**src/ufcd_ram.sv**
```systemverilog
module ufcd_ram #(
  parameter int WIDTH = 8,
  parameter int DEPTH = 16
) (
  input  logic                     clk,
  input  logic                     we,
  input  logic [$clog2(DEPTH)-1:0] waddr,
  input  logic [WIDTH-1:0]         wdata,
  input  logic [$clog2(DEPTH)-1:0] raddr,
  output logic [WIDTH-1:0]         rdata
);

  logic [WIDTH-1:0] mem [DEPTH];

  always_ff @(posedge clk) begin
    if (we) begin
      mem[waddr] <= wdata;
    end
    rdata <= mem[raddr];
  end

endmodule
```
**config.mk**
```make
export PLATFORM = sky130hd
export DESIGN_NAME = ufcd_ram
export DESIGN_NICKNAME = d
export VERILOG_FILES = /design/src/ufcd_ram.sv
export SDC_FILE = /design/constraint.sdc
export NUM_CORES = 1
export LEC_CHECK = 0
export BUFFER_PORTS_ARGS = -buffer_cell sky130_fd_sc_hd__buf_2
export CAP_MARGIN = 30
export CORE_UTILIZATION = 30
export CTS_BUF_LIST = sky130_fd_sc_hd__clkbuf_8 sky130_fd_sc_hd__clkbuf_16
export CTS_CLUSTER_DIAMETER = 200
export DETAILED_ROUTE_END_ITERATION = 10
export PLACE_DENSITY_LB_ADDON = 0.25
export SLEW_MARGIN = 40
export SYNTH_ARGS = -nofsm -noshare
export SYNTH_HDL_FRONTEND = slang
export SYNTH_SLANG_ARGS = --single-unit
export TNS_END_PERCENT = 5
```
**constraint.sdc**
```tcl
create_clock -name clk -period 2.3 [get_ports clk]
set_clock_uncertainty 0.2 [all_clocks]
set_input_delay 0.115 -clock clk [delete_from_list [all_inputs] [get_ports clk]]
set_output_delay 0.115 -clock clk [all_outputs]
set_load 0.03 [all_outputs]
```
==> impl_metrics.csv <==
group,metric,value,unit
clock_network,cts_setup_buffers,0,
placed_design,gp_congestion,0.657,
clock_network,clk_latency,0.41,ns
synthesis,synth_edf_count,128,
clock_network,clk_pin_slew,0.05,ns
worst_setup_path,critPathRequiredTime,2.39,ns
clock_network,cts_made_buffers,17,
drt,dr.pass1.iters,4,
clock_network,clockRootBuffer,"clkbuf_16",
timing,post-route-min-period,1.57,ns
grt,grt_max_degree,33,
timing,tightestPinTransition,0.797,ns
worst_setup_path,critical_path.cell_chain,"mux4_1 -> a22oi_1 -> nand2_1",
clock_network,clock-sinks,136,
clock_network,ctsResizeCount,0,
power,power.internal,4.47,mW
timing,rsz0062_at_grt,"no",
synthesis,syn-num-nets,247,
power,clkPwrFrac,44.9,%
floorplanning,io_pins,26,
clock_network,htree_num_levels,4,
floorplanning,die_h,133,µm
floorplanning,die_w,133,µm
cells_and_area,final_net_count,309,
synthesis,syn_area,5150,µm²
grt,grt_overflow,0,
clock_network,cts-hold-fix-buffers,8,
worst_setup_path,critPathMaxFanout,1,
power,p_leak,2.12,nW
grt,grtUsageTotal,12.7,%
synthesis,seq_area_frac_synth,77.8,%
grt,grt_pass1_vias,2560,
cells_and_area,multi_input_comb_area,1060,µm²
timing,fin_hold_ws,0.0740,ns
floorplanning,fp.dieArea,17700,µm²
min_path,hold_path_class,"input pin to register",
cells_and_area,antenna_cells,0,
synthesis,yosysTopAreaCell,"edfxtp_1",
synthesis,async_flop_share,0,%
synthesis,synth_ff_type,"edfxtp_1",
synthesis,synth_top_area_share,74.7,%
synthesis,ys_top_cells_by_count,"edfxtp_1 (128), mux4_2 (18), a22oi_1 (16)",
power,pwr-share-comb,5.3,%
timing,slew_viol_final,0,
drt,met2_length,4910,µm
drt,ant_nets,0,
flow_run,maxCapViolCount,0,
synthesis,yosys.cell_types.count,19,
drt,via_per_inst,4.62,
run_status,status,"finished clean",
power,vdd_drop_max,0.532,mV
timing,relSlewSlack,46.7,%
drt,route.detailed.wl_per_inst,19.6,µm
timing,finalHoldViolCount,0,
cells_and_area,area_growth,21.7,%
cells_and_area,fill_cells,1504,
grt,grt_pass1_wl,15700,µm
floorplanning,core_area,16600,µm²
timing,fmax,635,MHz
timing,setup_viol,0,
power,p_switching,1.14,mW
drt,wirelength,10300,µm
power,power,5.60,mW
cells_and_area,regArea,4000,µm²
floorplanning,num_rows,47,
synthesis,synth_seq_cells,136,
synthesis,syn_area_per_cell,22.5,µm²
floorplanning,start_util,30.9,%
clock_network,clk_path_buf_depth,2,
drt,drtIter0Drc,259,
drt,highest_layer,"met4",
synthesis,synth_area_leaders,"edfxtp_1 (75%), mux4_2 (7.9%), mux4_1 (7.1%)",
worst_setup_path,worstSetupStartpointType,"register",
worst_setup_path,slowest_stage,"mux4_1",
worst_setup_path,cp-end-kind,"register",
placed_design,port_buffers,25,
drt,met3WireLength,364,µm
drt,drc,0,
power,powerDensity,895,nW/µm²
worst_setup_path,max_stage_delay,0.53,ns
synthesis,synth.most_common_cell,"edfxtp_1",
cells_and_area,drive_above_1_share,30.7,%
grt,antenna_found_initial,0,
placed_design,dp_hpwl,6480,µm
synthesis,syn_inst,229,
worst_setup_path,crit_family,"multiplexers",
timing,tns,0,ns
power,sequentialPowerShare,49.8,%
drt,vias,2415,
synthesis,yosysWarnings,0,
timing,period_share,68.4,%
clock_network,cts_tree,"done",
drt,met1Wirelength,4870,µm
worst_setup_path,worst-path-buf-inv,0,
worst_setup_path,crit_type,"register to register",
power,swShare,20.3,%
worst_setup_path,crit_arrival,1.66,ns
cells by family after synthesis:
group,count (synthesis),synth area share (%)
compound gates,16,2.33
mux,32,15.0
simple gates,35,3.18
flops,136,77.8
buf+inv,10,1.68
worst min-delay path, cell delays in order:
cell and delay (ns):
buf_2 0.15, nor3_1 0.07, buf_4 0.17
state kept, by name, indices dropped and copies added (netlist names):
| signal | flops |
|---|---|
| mem | 128 |
| rdata | 8 |
per-stage QoR:
| stage | instances | utilization [%] | area [µm²] | setup slack [ns] |
|---|---|---|---|---|
| after floorplan | 229 | - | 5150 | 0.492 |
| after global placement | 484 | 33.8 | 5620 | 0.407 |
| after detailed placement | 484 | 33.8 | 5620 | 0.427 |
| after CTS | 523 | 37.6 | 6260 | 0.717 |
| after global routing | 523 | 37.6 | 6260 | 0.639 |
| final | 523 | 37.6 | 6260 | 0.726 |
final cells by class:
type                       count  share of cell area [%]
sequential                   136                    63.9
multi-input combinational     83                    16.9
clock buffer                  21                    7.67
timing repair buffer          53                    5.87
tap                          220                    4.40
clock inverter                10                    1.24
layout by cell type (no fill, tap or decap), types with 2 or more instances in the layout:
cell type	instances
a22oi_1	16
buf_2	25
buf_4	19
clkbuf_16	17
clkbuf_8	4
clkinv_2	5
clkinvlp_4	2
dfxtp_1	8
dlygate4sd3_1	8
edfxtp_1	128
mux4_1	14
mux4_2	18
nand2_1	9
nand2b_1	2
nand3b_1	2
nor2_1	13
nor3_1	4
path summary, 6_finish.rpt:
check / from / to / slack, ns / cells past startpoint
setup / recovery: mem[9][4]$_DFFE_PP_ / rdata[4]$_DFF_P_ / 0.73 / 3
hold / removal: waddr[0] / mem[0][4]$_DFFE_PP_ / 0.07 / 3
setup reg to reg: mem[9][4]$_DFFE_PP_ / rdata[4]$_DFF_P_ / 0.73 / 3
hold reg to reg: mem[12][2]$_DFFE_PP_ / rdata[2]$_DFF_P_ / 0.47 / 3
power groups by stage:
| stage | Sequential [mW] | Clock [mW] | Combinational (mW) |
|---|---|---|---|
| 3_3_place_gp | 2.84 | 0 | 0.290 |
| 5_1_grt | 2.79 | 2.65 | 0.323 |
| 4_1_cts | 2.79 | 2.56 | 0.306 |
| 3_5_place_dp | 2.84 | 0 | 0.295 |
| 6_report | 2.79 | 2.51 | 0.299 |
| 2_1_floorplan | 2.87 | 0 | 0.141 |
metal layers:
| metal | vias up | global-route usage [%] |
|---|---|---|
| met1 | 1245 | 17.3 |
| met3 | 14 | 3.49 |
| met5 | - | 0 |
| li1 | 1095 | - |
| met4 | 0 | 4.98 |
| met2 | 61 | 19.2 |
Power figures use the tool's default switching activity.
